### src/hw/rtl/ssrs_pkg.sv
// Shared types, constants and code classifiers for the secondary structure
// run segmenter. No dependencies; every other RTL file refers to this package.
`default_nettype none

package ssrs_pkg;

    localparam int POSITION_BITS = 16;
    localparam int QUEUE_DEPTH   = 4;
    localparam int QPTR_BITS     = $clog2(QUEUE_DEPTH);
    localparam int QCNT_BITS     = $clog2(QUEUE_DEPTH + 1);

    localparam logic [7:0] CODE_COIL      = 8'h43; // 'C'
    localparam logic [7:0] CODE_BRIDGE    = 8'h42; // 'B'
    localparam logic [7:0] CODE_BRIDGE_LC = 8'h62; // 'b'
    localparam logic [7:0] CODE_TURN      = 8'h54; // 'T'
    localparam logic [7:0] CODE_DOT       = 8'h2E; // '.'
    localparam logic [7:0] CODE_ALPHA     = 8'h48; // 'H'
    localparam logic [7:0] CODE_THREE_TEN = 8'h47; // 'G'
    localparam logic [7:0] CODE_PI        = 8'h49; // 'I'
    localparam logic [7:0] CODE_SPACE     = 8'h20; // ' '

    localparam logic KIND_ELEMENT = 1'b0;
    localparam logic KIND_SUMMARY = 1'b1;

    // One queue entry: everything the back end needs to emit the records
    // caused by one input item.
    typedef struct packed {
        logic                     has_elem;
        logic                     has_sum;
        logic [15:0]              elem_num;
        logic [POSITION_BITS-1:0] start_pos;
        logic [POSITION_BITS-1:0] end_pos;
        logic                     is_helix;
        logic [15:0]              helix_cnt;
        logic [15:0]              strand_cnt;
    } ssrs_cmd_t;

    function automatic logic is_breaker(input logic [7:0] code);
        return code inside {CODE_COIL, CODE_BRIDGE, CODE_BRIDGE_LC, CODE_TURN, CODE_DOT};
    endfunction

    function automatic logic is_helix_code(input logic [7:0] code);
        return code inside {CODE_ALPHA, CODE_THREE_TEN, CODE_PI};
    endfunction

endpackage

`default_nettype wire

### src/hw/rtl/ssrs_front.sv
// Front end: accepts atoms, tracks the open run and decides which records
// each atom causes. Uses ssrs_pkg for codes and the queue entry type.
`default_nettype none

module ssrs_front (
    input  wire logic                clk,
    input  wire logic                rst_n,
    input  wire logic                cfg_wr_en,
    input  wire logic [9:0]          cfg_wr_data,
    input  wire logic                in_valid,
    input  wire logic                q_full,
    input  wire logic [7:0]          structure_code,
    input  wire logic [15:0]         residue_number,
    input  wire logic                chain_end,
    output logic                     push,
    output ssrs_pkg::ssrs_cmd_t      cmd
);

    localparam int P = ssrs_pkg::POSITION_BITS;

    logic [9:0]   min_size_reg;
    logic         in_elem_reg,   in_elem_next;
    logic [7:0]   elem_type_reg, elem_type_next;
    logic [P-1:0] run_start_reg, run_start_next;
    logic [15:0]  run_size_reg,  run_size_next;
    logic [15:0]  next_num_reg,  next_num_next;
    logic [15:0]  prev_res_reg;
    logic [P-1:0] atom_pos_reg,  atom_pos_next;
    logic [15:0]  helices_reg,   helices_next;
    logic [15:0]  strands_reg,   strands_next;

    logic         accept;
    logic         emit;
    logic [P-1:0] end_pos;
    logic [P-1:0] prev_pos;
    logic [16:0]  succ;
    logic         res_step;
    logic         res_jump;
    logic [15:0]  grown;
    logic         helix;

    assign accept   = in_valid & ~q_full;
    assign prev_pos = atom_pos_reg - 1'b1;
    assign succ     = {1'b0, prev_res_reg} + 17'd1;
    assign res_step = ({1'b0, residue_number} == succ);
    assign res_jump = ({1'b0, residue_number} > succ);
    assign grown    = (res_step && run_size_reg != 16'hFFFF) ? run_size_reg + 16'd1
                                                             : run_size_reg;
    assign helix    = ssrs_pkg::is_helix_code(elem_type_reg);

    always_comb
    begin
        emit           = 1'b0;
        end_pos        = prev_pos;
        in_elem_next   = in_elem_reg;
        elem_type_next = elem_type_reg;
        run_start_next = run_start_reg;
        run_size_next  = run_size_reg;

        if (ssrs_pkg::is_breaker(structure_code))
        begin
            if (in_elem_reg)
            begin
                emit          = (run_size_reg >= {6'd0, min_size_reg});
                in_elem_next  = 1'b0;
                run_size_next = 16'd0;
            end
        end
        else if (in_elem_reg)
        begin
            if (structure_code != elem_type_reg)
            begin
                emit           = (run_size_reg >= {6'd0, min_size_reg});
                run_start_next = atom_pos_reg;
                run_size_next  = 16'd1;
                elem_type_next = structure_code;
            end
            else if (res_jump)
            begin
                emit           = (run_size_reg >= {6'd0, min_size_reg});
                run_start_next = atom_pos_reg;
                run_size_next  = 16'd1;
            end
            else
            begin
                run_size_next = grown;
                // The last atom of a chain closes a run that it continues.
                if (chain_end && grown >= {6'd0, min_size_reg})
                begin
                    emit    = 1'b1;
                    end_pos = atom_pos_reg;
                end
            end
        end
        else
        begin
            run_start_next = atom_pos_reg;
            elem_type_next = structure_code;
            in_elem_next   = 1'b1;
            run_size_next  = 16'd1;
        end

        next_num_next = next_num_reg;
        helices_next  = helices_reg;
        strands_next  = strands_reg;
        if (emit)
        begin
            next_num_next = next_num_reg + 16'd1;
            if (helix && helices_reg != 16'hFFFF)
            begin
                helices_next = helices_reg + 16'd1;
            end
            if (!helix && strands_reg != 16'hFFFF)
            begin
                strands_next = strands_reg + 16'd1;
            end
        end
        atom_pos_next = atom_pos_reg + 1'b1;

        cmd.has_elem   = emit;
        cmd.has_sum    = chain_end;
        cmd.elem_num   = next_num_reg;
        cmd.start_pos  = run_start_reg;
        cmd.end_pos    = end_pos;
        cmd.is_helix   = helix;
        cmd.helix_cnt  = helices_next;
        cmd.strand_cnt = strands_next;
    end

    assign push = accept & (emit | chain_end);

    always_ff @(posedge clk or negedge rst_n)
    begin
        if (!rst_n)
        begin
            min_size_reg <= 10'd1;
        end
        else if (cfg_wr_en)
        begin
            min_size_reg <= cfg_wr_data;
        end
    end

    always_ff @(posedge clk or negedge rst_n)
    begin
        if (!rst_n)
        begin
            in_elem_reg   <= 1'b0;
            elem_type_reg <= ssrs_pkg::CODE_SPACE;
            run_start_reg <= '0;
            run_size_reg  <= 16'd0;
            next_num_reg  <= 16'd1;
            prev_res_reg  <= 16'd0;
            atom_pos_reg  <= '0;
            helices_reg   <= 16'd0;
            strands_reg   <= 16'd0;
        end
        else if (accept)
        begin
            prev_res_reg <= residue_number;
            if (chain_end)
            begin
                // The chain is finished: start the next one from scratch.
                in_elem_reg   <= 1'b0;
                elem_type_reg <= ssrs_pkg::CODE_SPACE;
                run_start_reg <= '0;
                run_size_reg  <= 16'd0;
                next_num_reg  <= 16'd1;
                atom_pos_reg  <= '0;
                helices_reg   <= 16'd0;
                strands_reg   <= 16'd0;
            end
            else
            begin
                in_elem_reg   <= in_elem_next;
                elem_type_reg <= elem_type_next;
                run_start_reg <= run_start_next;
                run_size_reg  <= run_size_next;
                next_num_reg  <= next_num_next;
                atom_pos_reg  <= atom_pos_next;
                helices_reg   <= helices_next;
                strands_reg   <= strands_next;
            end
        end
    end

endmodule

`default_nettype wire

### src/hw/rtl/ssrs_queue.sv
// Short queue of record commands between the front and back ends.
// Depth and entry type come from ssrs_pkg.
`default_nettype none

module ssrs_queue (
    input  wire logic                clk,
    input  wire logic                rst_n,
    input  wire logic                push,
    input  wire ssrs_pkg::ssrs_cmd_t push_cmd,
    input  wire logic                pop,
    output logic                     full,
    output logic                     not_empty,
    output ssrs_pkg::ssrs_cmd_t      head
);

    localparam int D = ssrs_pkg::QUEUE_DEPTH;

    ssrs_pkg::ssrs_cmd_t                 entry_reg [D];
    logic [ssrs_pkg::QPTR_BITS-1:0]      wr_ptr_reg;
    logic [ssrs_pkg::QPTR_BITS-1:0]      rd_ptr_reg;
    logic [ssrs_pkg::QCNT_BITS-1:0]      count_reg;
    logic                                do_pop;

    assign full      = (count_reg == ssrs_pkg::QCNT_BITS'(D));
    assign not_empty = (count_reg != '0);
    assign head      = entry_reg[rd_ptr_reg];
    assign do_pop    = pop & not_empty;

    always_ff @(posedge clk)
    begin
        if (push && !full)
        begin
            entry_reg[wr_ptr_reg] <= push_cmd;
        end
    end

    always_ff @(posedge clk or negedge rst_n)
    begin
        if (!rst_n)
        begin
            wr_ptr_reg <= '0;
            rd_ptr_reg <= '0;
            count_reg  <= '0;
        end
        else
        begin
            if (push && !full)
            begin
                wr_ptr_reg <= (wr_ptr_reg == ssrs_pkg::QPTR_BITS'(D - 1)) ? '0
                                                                          : wr_ptr_reg + 1'b1;
            end
            if (do_pop)
            begin
                rd_ptr_reg <= (rd_ptr_reg == ssrs_pkg::QPTR_BITS'(D - 1)) ? '0
                                                                          : rd_ptr_reg + 1'b1;
            end
            if ((push && !full) && !do_pop)
            begin
                count_reg <= count_reg + 1'b1;
            end
            else if (!(push && !full) && do_pop)
            begin
                count_reg <= count_reg - 1'b1;
            end
        end
    end

endmodule

`default_nettype wire

### src/hw/rtl/ssrs_back.sv
// Back end: turns queue commands into element and summary records and
// holds them in the output register. Uses ssrs_pkg for the entry type.
`default_nettype none

module ssrs_back (
    input  wire logic                clk,
    input  wire logic                rst_n,
    input  wire logic                q_not_empty,
    input  wire ssrs_pkg::ssrs_cmd_t head,
    output logic                     pop,
    output logic                     out_valid,
    input  wire logic                out_stall,
    output logic                     kind,
    output logic [15:0]              element_number,
    output logic [15:0]              start_position,
    output logic [15:0]              end_position,
    output logic                     is_helix,
    output logic [15:0]              helix_count,
    output logic [15:0]              strand_count,
    output logic                     last
);

    logic        out_valid_reg;
    logic        phase_reg, phase_next;
    logic        load;
    logic        send_elem;
    logic        kind_reg;
    logic [15:0] elem_num_reg;
    logic [15:0] start_reg;
    logic [15:0] end_reg;
    logic        helix_reg;
    logic [15:0] helix_cnt_reg;
    logic [15:0] strand_cnt_reg;
    logic        last_reg;

    assign load      = q_not_empty & (~out_valid_reg | ~out_stall);
    // The element record of an entry goes first; phase marks it as sent.
    assign send_elem = head.has_elem & ~phase_reg;

    always_comb
    begin
        pop        = 1'b0;
        phase_next = phase_reg;
        if (load)
        begin
            if (send_elem && head.has_sum)
            begin
                phase_next = 1'b1;
            end
            else
            begin
                pop        = 1'b1;
                phase_next = 1'b0;
            end
        end
    end

    always_ff @(posedge clk or negedge rst_n)
    begin
        if (!rst_n)
        begin
            out_valid_reg <= 1'b0;
            phase_reg     <= 1'b0;
        end
        else
        begin
            phase_reg <= phase_next;
            if (load)
            begin
                out_valid_reg <= 1'b1;
            end
            else if (!out_stall)
            begin
                out_valid_reg <= 1'b0;
            end
        end
    end

    always_ff @(posedge clk)
    begin
        if (load)
        begin
            if (send_elem)
            begin
                kind_reg       <= ssrs_pkg::KIND_ELEMENT;
                elem_num_reg   <= head.elem_num;
                start_reg      <= 16'(head.start_pos);
                end_reg        <= 16'(head.end_pos);
                helix_reg      <= head.is_helix;
                helix_cnt_reg  <= 16'd0;
                strand_cnt_reg <= 16'd0;
                last_reg       <= ~head.has_sum;
            end
            else
            begin
                kind_reg       <= ssrs_pkg::KIND_SUMMARY;
                elem_num_reg   <= 16'd0;
                start_reg      <= 16'd0;
                end_reg        <= 16'd0;
                helix_reg      <= 1'b0;
                helix_cnt_reg  <= head.helix_cnt;
                strand_cnt_reg <= head.strand_cnt;
                last_reg       <= 1'b1;
            end
        end
    end

    assign out_valid      = out_valid_reg;
    assign kind           = kind_reg;
    assign element_number = elem_num_reg;
    assign start_position = start_reg;
    assign end_position   = end_reg;
    assign is_helix       = helix_reg;
    assign helix_count    = helix_cnt_reg;
    assign strand_count   = strand_cnt_reg;
    assign last           = last_reg;

endmodule

`default_nettype wire

### src/hw/rtl/secondary_structure_run_segmenter.sv
// Secondary structure run segmenter, top level: front end, command queue, back end.
// Path: a record is written into the command queue when its atom is accepted, then
// loaded into the output register, where it waits until out_stall is low.
// Throughput: one atom per cycle while in_stall is low; an atom that yields an element
// and a chain summary sends both in turn; the command queue absorbs the burst.
// Reset (rst_n, asynchronous): run state cleared, element numbering at 1, minimum
// element size 1, queue and output register empty.
`default_nettype none

module secondary_structure_run_segmenter (
    input  wire logic        clk,
    input  wire logic        rst_n,
    input  wire logic        cfg_wr_en,
    input  wire logic [9:0]  cfg_wr_data,
    input  wire logic        in_valid,
    output logic             in_stall,
    input  wire logic [7:0]  structure_code,
    input  wire logic [15:0] residue_number,
    input  wire logic        chain_end,
    output logic             out_valid,
    input  wire logic        out_stall,
    output logic             kind,
    output logic [15:0]      element_number,
    output logic [15:0]      start_position,
    output logic [15:0]      end_position,
    output logic             is_helix,
    output logic [15:0]      helix_count,
    output logic [15:0]      strand_count,
    output logic             last
);

    logic                push;
    logic                pop;
    logic                q_full;
    logic                q_not_empty;
    ssrs_pkg::ssrs_cmd_t push_cmd;
    ssrs_pkg::ssrs_cmd_t head;

    assign in_stall = q_full;

    ssrs_front u_front (
        .clk            (clk),
        .rst_n          (rst_n),
        .cfg_wr_en      (cfg_wr_en),
        .cfg_wr_data    (cfg_wr_data),
        .in_valid       (in_valid),
        .q_full         (q_full),
        .structure_code (structure_code),
        .residue_number (residue_number),
        .chain_end      (chain_end),
        .push           (push),
        .cmd            (push_cmd)
    );

    ssrs_queue u_queue (
        .clk       (clk),
        .rst_n     (rst_n),
        .push      (push),
        .push_cmd  (push_cmd),
        .pop       (pop),
        .full      (q_full),
        .not_empty (q_not_empty),
        .head      (head)
    );

    ssrs_back u_back (
        .clk            (clk),
        .rst_n          (rst_n),
        .q_not_empty    (q_not_empty),
        .head           (head),
        .pop            (pop),
        .out_valid      (out_valid),
        .out_stall      (out_stall),
        .kind           (kind),
        .element_number (element_number),
        .start_position (start_position),
        .end_position   (end_position),
        .is_helix       (is_helix),
        .helix_count    (helix_count),
        .strand_count   (strand_count),
        .last           (last)
    );

`ifndef NO_ASSERTIONS
    // A chain summary is always the final record of its atom.
    a_summary_last: assert property (@(posedge clk) disable iff (!rst_n)
        (out_valid && kind == ssrs_pkg::KIND_SUMMARY) |-> last)
        else $error("summary record without last");

    // An element record that is not last must be followed at once by its summary.
    a_elem_then_summary: assert property (@(posedge clk) disable iff (!rst_n)
        (out_valid && !out_stall && kind == ssrs_pkg::KIND_ELEMENT && !last)
            |=> (out_valid && kind == ssrs_pkg::KIND_SUMMARY))
        else $error("element record not followed by its summary");

    // Element records carry no chain counts.
    a_elem_counts_zero: assert property (@(posedge clk) disable iff (!rst_n)
        (out_valid && kind == ssrs_pkg::KIND_ELEMENT)
            |-> (helix_count == 16'd0 && strand_count == 16'd0))
        else $error("element record with nonzero counts");
`endif

endmodule

`default_nettype wire

### config.mk
export PLATFORM = sky130hd
export DESIGN_NAME = secondary_structure_run_segmenter
export DESIGN_NICKNAME = d
export VERILOG_FILES = /design/src/hw/rtl/ssrs_pkg.sv /design/src/hw/rtl/ssrs_front.sv /design/src/hw/rtl/ssrs_queue.sv /design/src/hw/rtl/ssrs_back.sv /design/src/hw/rtl/secondary_structure_run_segmenter.sv
export SDC_FILE = /design/constraint.sdc
export NUM_CORES = 1
export LEC_CHECK = 0
export BUFFER_PORTS_ARGS = -buffer_cell sky130_fd_sc_hd__buf_2
export CORE_MARGIN = 2
export CORE_UTILIZATION = 37
export DETAILED_ROUTE_END_ITERATION = 8
export SYNTH_ARGS = -nofsm -noshare
export SYNTH_HDL_FRONTEND = slang
export SYNTH_SLANG_ARGS = --single-unit
### constraint.sdc
create_clock -name clk -period 8.2 [get_ports clk]
set_clock_uncertainty 0.05 [all_clocks]
set_input_delay 1.64 -clock clk [delete_from_list [all_inputs] [get_ports clk]]
set_output_delay 1.64 -clock clk [all_outputs]
set_load 0.005 [all_outputs]
[After elaboration in Yosys (flattened, before gate mapping)]
Memory sizes are Yosys's and may differ from the RTL's.
Index checks and enable logic that the tools add are counted.
Word-level totals
  register bits: 223
  bits in writable memories: 332
  memories kept: 1
  logic and storage cells: 142
Cells by class
  eq/ne operators: 21
  order comparisons: 3
  add/sub/neg operators: 11
  bitwise operators: 12
  reductions and logical operators: 21
  mux-type cells: 50
Memories
  u_queue.entry_reg: depth 4, bits a word 83, read ports 1, clocked after memory_dff 0, wr ports 1, line ssrs_queue.sv:18  | ssrs_pkg::ssrs_cmd_t entry_reg [D];
Operator list (count)
  two-way mux 16 bit: 26
  adder 16 x 1 -> 16 bit (second input constant): 5
  == test 8 x 7 -> 1 bit (second input constant): 7
  inequality test 16 bit (second input constant): 3
  >= comparator 16 x 10 -> 1 bit: 2
  two-way mux 8 bit: 4
  adder 16 x 1 -> 17 bit (second input constant): 1
  == test 16 x 17 -> 1 bit: 1
  > comparator 16 x 17 -> 1 bit: 1
  two-way mux 1 bit: 16
  subtractor 16 x 1 -> 16 bit (second input constant): 1
  == test 8 x 6 -> 1 bit (second input constant): 1
  logical AND 1 bit: 8
  inequality test 8 bit: 1
  two-way mux 3 bit: 2
  AND reduction 3 bit: 2
  nonzero test 3 bit: 2
  bitwise AND 1 bit: 5
  inverter 1 bit: 5
  nonzero test 5 bit: 1
  adder 2 x 1 -> 2 bit (second input constant): 2
  == test 2 bit (second input constant): 2
  zero test 1 bit: 4
  two-way mux 2 bit: 2
  other kinds (11): 14

[Depth between registers and ports, before layout]
  depth in word-level cells: 18
  mapped depth: 28
  depth with buffers taken out: 28

[Hierarchy]
Synthesis repeated with hierarchy kept, for this count alone.
Second synthesis, totals
  cells, all modules: 1656
  area, all modules: 24516.0 um^2
By module, submodules not included
  ssrs_queue: area an instance 12460.7 um^2, cells an instance 471, times used 1
  ssrs_front: area an instance 8822.2 um^2, cells an instance 1003, times used 1
  ssrs_back: area an instance 3233.1 um^2, cells an instance 182, times used 1

[Worst setup path before layout]
OpenSTA, ideal clock, no wires.
  path kind: input to register
  from: in residue_number[8]
  to: mem u_queue.entry_reg[0][0] (netlist bit) (enable)
  arrival: 8.047 ns
  data required time: 7.615 ns
  path slack: -0.432 ns
  stages: 16
  setup time: 0.535 ns
  buffers on the path: 0
  cell sequence: ha_1 > nand4_1 > nor4_1 > a21boi_0 > and2_1 > nand4_1 > nor2_1 > xor2_1 > ha_1 > o21ai_0 > a21oi_1 > a221o_1 > a221oi_2 > o211ai_2 > a21oi_2 > nor2b_1
On the way
  word-level cells in the longest chain between the ends: 15
  elaborated cells between the ends (all ways): 16
RTL lines
  from (decl): line secondary_structure_run_segmenter.sv:18  | input wire logic [15:0] residue_number,
  == test 16 x 17 -> 1 bit: line ssrs_front.sv:45  | assign res_step = ({1'b0, residue_number} == succ);
  logical AND 1 bit: line ssrs_front.sv:47  | assign grown = (res_step && run_size_reg != 16'hFFFF) ? run_size_reg + 16'd1
  two-way mux 16 bit: line ssrs_front.sv:47
  >= comparator 16 x 10 -> 1 bit: line ssrs_front.sv:88  | if (chain_end && grown >= {6'd0, min_size_reg})
  logical AND 1 bit: line ssrs_front.sv:88
  two-way mux 1 bit: line ssrs_front.sv:88
  two-way mux 1 bit (*): line ssrs_front.sv:78  | else if (res_jump)
  two-way mux 1 bit (*): line ssrs_front.sv:71  | if (structure_code != elem_type_reg)
  two-way mux 1 bit (*): line ssrs_front.sv:69  | else if (in_elem_reg)
  two-way mux 1 bit (*): line ssrs_front.sv:60  | if (ssrs_pkg::is_breaker(structure_code))
  OR 1 bit (*): line ssrs_front.sv:130  | assign push = accept & (emit | chain_end);
  bitwise AND 1 bit (*): line ssrs_front.sv:130
  logical AND 1 bit (*): line ssrs_queue.sv:31  | if (push && !full)
  two-way mux 1 bit (*): line ssrs_queue.sv:31
  two-way mux 1 bit (not written as such) (*): line ssrs_queue.sv:33  | entry_reg[wr_ptr_reg] <= push_cmd;
  to (decl): line ssrs_queue.sv:18
Every way passes the cells marked *; elsewhere a longest branch is shown, timed or not.

==> summary.md <==
| Metric | Value |
|---|---|
| CTS sink cnt | 555 |
| Worst Hold Launch | u_queue.count_reg[2] |
| Setup TNS | 0 ps |
| CTS Hold Bufs | 0 |
| Row cnt | 94 |
| CP endpoint kind | flop |
| Logic gate share of total power | 24.0% |
| Reg-to-reg endpoint | u_queue.entry_reg[0][43] |
| Core Area | 0.0661 sq mm |
| Sw frac | 29.0% |
| # resized after CTS | 0 |
| Synth warn | 0 |
| CTS Buf Count | 60 |
| Area growth, synth to finish | 14.1% |
| Clock transition at path regs | 60 ps |
| P_sw | 2590 uW |
| CP Data Arrival Time | 7390 ps |
| Largest net degree at the start of global routing | 84 |
| Pre-antenna DRT Iters | 5 |
| Via count | 15100 |
| CP peak stage delay | 770 ps |
| Syn Nets | 1871 |
| PD cells | 315 mW/mm^2 |
| Setup ws final | 1130 ps |
| Clock Latency Late Sink | 620 ps |
| RePlAce Congestion | 0.867 |
| Status | finished, final reports clean |
| WHS | 437 ps |
| Post-CTS setup buffers | 0 |
| Crit start category | flop |
| Hold Path Depth | 1 |
| All-layer global routing usage | 16.1% |
| # nets final | 1970 |
| RSZ-0062 raised after global routing | no |
| TritonCTS clock tree | built |
| FF+latch count, synth | 555 |
| Die Wd | 263 um |
| Initial DRC count | 1056 |
| First-pass GRT wire length | 88.3 mm |
| Final wirelength | 55.9 mm |
| Vias/cell | 5.41 |
| Async SR Flop Fraction | 25.2% |
| Mapped Cells | 1781 |
| Initial Utilization | 37.5% |
| Max H-tree Level | 2 |
| Placed wire-length estimate | 35.1 mm |
| WL/cell | 20.0 um |
| Leakage power | 0.0105 uW |
| Residual DRC | 0 |
| Final setup viols | 0 |
| CP Data Required Time | 8530 ps |
| EDFF count, synth | 415 |
| Crit path max fanout | 17 |
| Slowest stage cell, crit path | a221o_1 |
| Initial antenna violation count | 5 |
| Worst slack at placement | 979 ps |
| Hold Violations, Final | 0 |
| GRT Residual Overflow | 0 |
| Vias in the first global route | 15300 |
| Int Pwr | 6340 uW |
| Unique masters post-synth | 82 |
| Critical path class | flop to flop |
| Worst Hold End | u_queue.count_reg[2] |
| Crit path cell chain | ha_1 > nand4_1 > nor2_1 > and3_1 > nand3_1 > xor2_1 > ha_1 > nand4_1 > nor4_1 > a21boi_0 > and2_1 > nand4_1 > xnor2_1 > ha_1 > a21o_1 > a2111oi_0 > o21ai_0 > a221o_1 > a221oi_2 > a221o_1 > nand4b_1 > xnor2_1 |
| Clock Power Share | 30.3% |
| Sequential share of power | 45.7% |
| Max transition margin | 23.6% |
| Reg2Reg Setup Slack | 1130 ps |
| Fmax | 142 MHz |
| Max_cap viols | 0 |
| Predominant post-synthesis flop cell | edfxtp_1 |
| Reg2reg start | u_front.prev_res_reg[1] |
| Worst Tran Pin Value | 1140 ps |
| Synth Cell Area | 0.0248 sq mm |
| Avg Cell Area, Syn | 13.9 sq um |
| IO Pins | 125 |
| Die ar. | 0.0691 sq mm |
| Die Y | 263 um |
| Final Cycle Share | 86.2% |
| Buffer depth of the longest clock path | 3 |
| HP Class | flop to flop |
| Root Buffer | clkbuf_16 |
| Min Tclk post-route | 7070 ps |
| Setup crit start | u_front.prev_res_reg[1] |
| Seq/Total Area, Yosys | 64.4% |
| I/O Buffers | 124 |
| Cells on worst reg2reg path | 22 |
| Layout cells sized above 1 | 18.7% |
| Max reg flops | 332 |
| Maximum vdd drop | 0.000165 V |
| Final slew viol count | 0 |
| ANT nets after route | 0 |
-- critical path, delay by kind of cell (launching register included) --
family	cells	cell delay, ps
flops	1	390
compound gates	7	2680
xor+xnor	3	740
simple gates	9	2120
fa+ha+maj	3	850
-- synthesized netlist by cell type (35+ instances only) --
master | n | area, sq um
and2_1 | 41 | 257
and3_1 | 82 | 513
clkbuf_1 | 76 | 285
dfrtp_1 | 137 | 3430
edfxtp_1 | 415 | 12500
ha_1 | 49 | 613
inv_1 | 44 | 165
mux4_2 | 83 | 1870
nand2_1 | 176 | 661
nand3_1 | 79 | 395
nand4_1 | 41 | 257
nor2_1 | 60 | 225
nor3_1 | 35 | 175
o21ai_0 | 60 | 300
xnor2_1 | 57 | 499
-- logic make-up (layout without fill, tap and decap cells) --
| group | Yosys count | after routing | synth area share [%] |
|---|---|---|---|
| buf+inv | 152 | 300 | 2.64 |
| fa+ha+maj | 50 | 50 | 2.55 |
| xor+xnor | 89 | 89 | 3.14 |
| flops | 555 | 555 | 64.4 |
| mux | 91 | 91 | 7.88 |
| simple gates | 623 | 623 | 13.1 |
| other cells | 0 | 3 | 0 |
| compound gates | 221 | 221 | 6.27 |
-- worst max path at each step --
stage                                     endpoint  slack (ps)  depth (start not counted)
final                     u_queue.entry_reg[0][43]        1130                         22
after CTS                 u_queue.entry_reg[0][43]        1200                         22
after global routing      u_queue.entry_reg[0][46]         520                         22
after global placement    u_queue.entry_reg[0][45]        1060                         17
after detailed placement  u_queue.entry_reg[3][46]         980                         17
after floorplan            u_queue.entry_reg[0][0]        -430                         16
-- cell usage in the layout (no fill, tap or decap), drive strengths merged, types with 5 or more instances in the layout --
cell type and count:
a21o 8, a21oi 29, a221o 9, a22o 6, a22oi 18, a31o 7
and2 42, and3 83, and4 6, buf 145, bufinv 6, clkbuf 82
clkinv 17, dfrtp 137, edfxtp 415, ha 49, inv 46, mux2 5
mux4 83, nand2 176, nand2b 9, nand3 79, nand4 41, nand4b 7
nor2 60, nor2b 14, nor3 36, nor4 17, o211ai 11, o21a 5
o21ai 63, o311ai 14, o31ai 11, or2 6, or3 21, or4 16
xnor2 57, xor2 32
-- final cells by class --
cell class / instances / area [sq um]
Timing Repair Buffer: 145 / 822
Inverter: 44 / 165
Antenna cell: 3 / 7.51
Fill cell: 5970 / 37800
Sequential cell: 555 / 16000
Multi-Input combinational cell: 1074 / 8250
Clock inverter: 29 / 329
Clock buffer: 82 / 1680
Tap cell: 864 / 1080
-- layer usage --
layer	GRT usage, %	wire (um)
met1	21.5	24600
met2	26.6	27000
met3	3.00	2950
met4	5.07	1310
met5	0	29
-- power groups by stage --
stage               clock (uW)  combinational, uW  sequential [uW]
floorplan                    0               1480             4060
global placement             0               2160             4120
detailed placement           0               2200             4150
CTS                       2780               2210             4100
global route              2890               2370             4150
finish                    2710               2140             4080
-- metrics by stage --
stage                     total power [uW]  cells  util, %  instance area (sq um)
after floorplan                       5540   1781        -                  24800
after global placement                6280   2682     39.8                  26300
after detailed placement              6350   2682     39.8                  26300
after CTS                             9080   2793     42.8                  28300
after global routing                  9410   2794     42.8                  28300
final                                 8930   2796     42.8                  28300
Power figures use the tool's default switching activity.
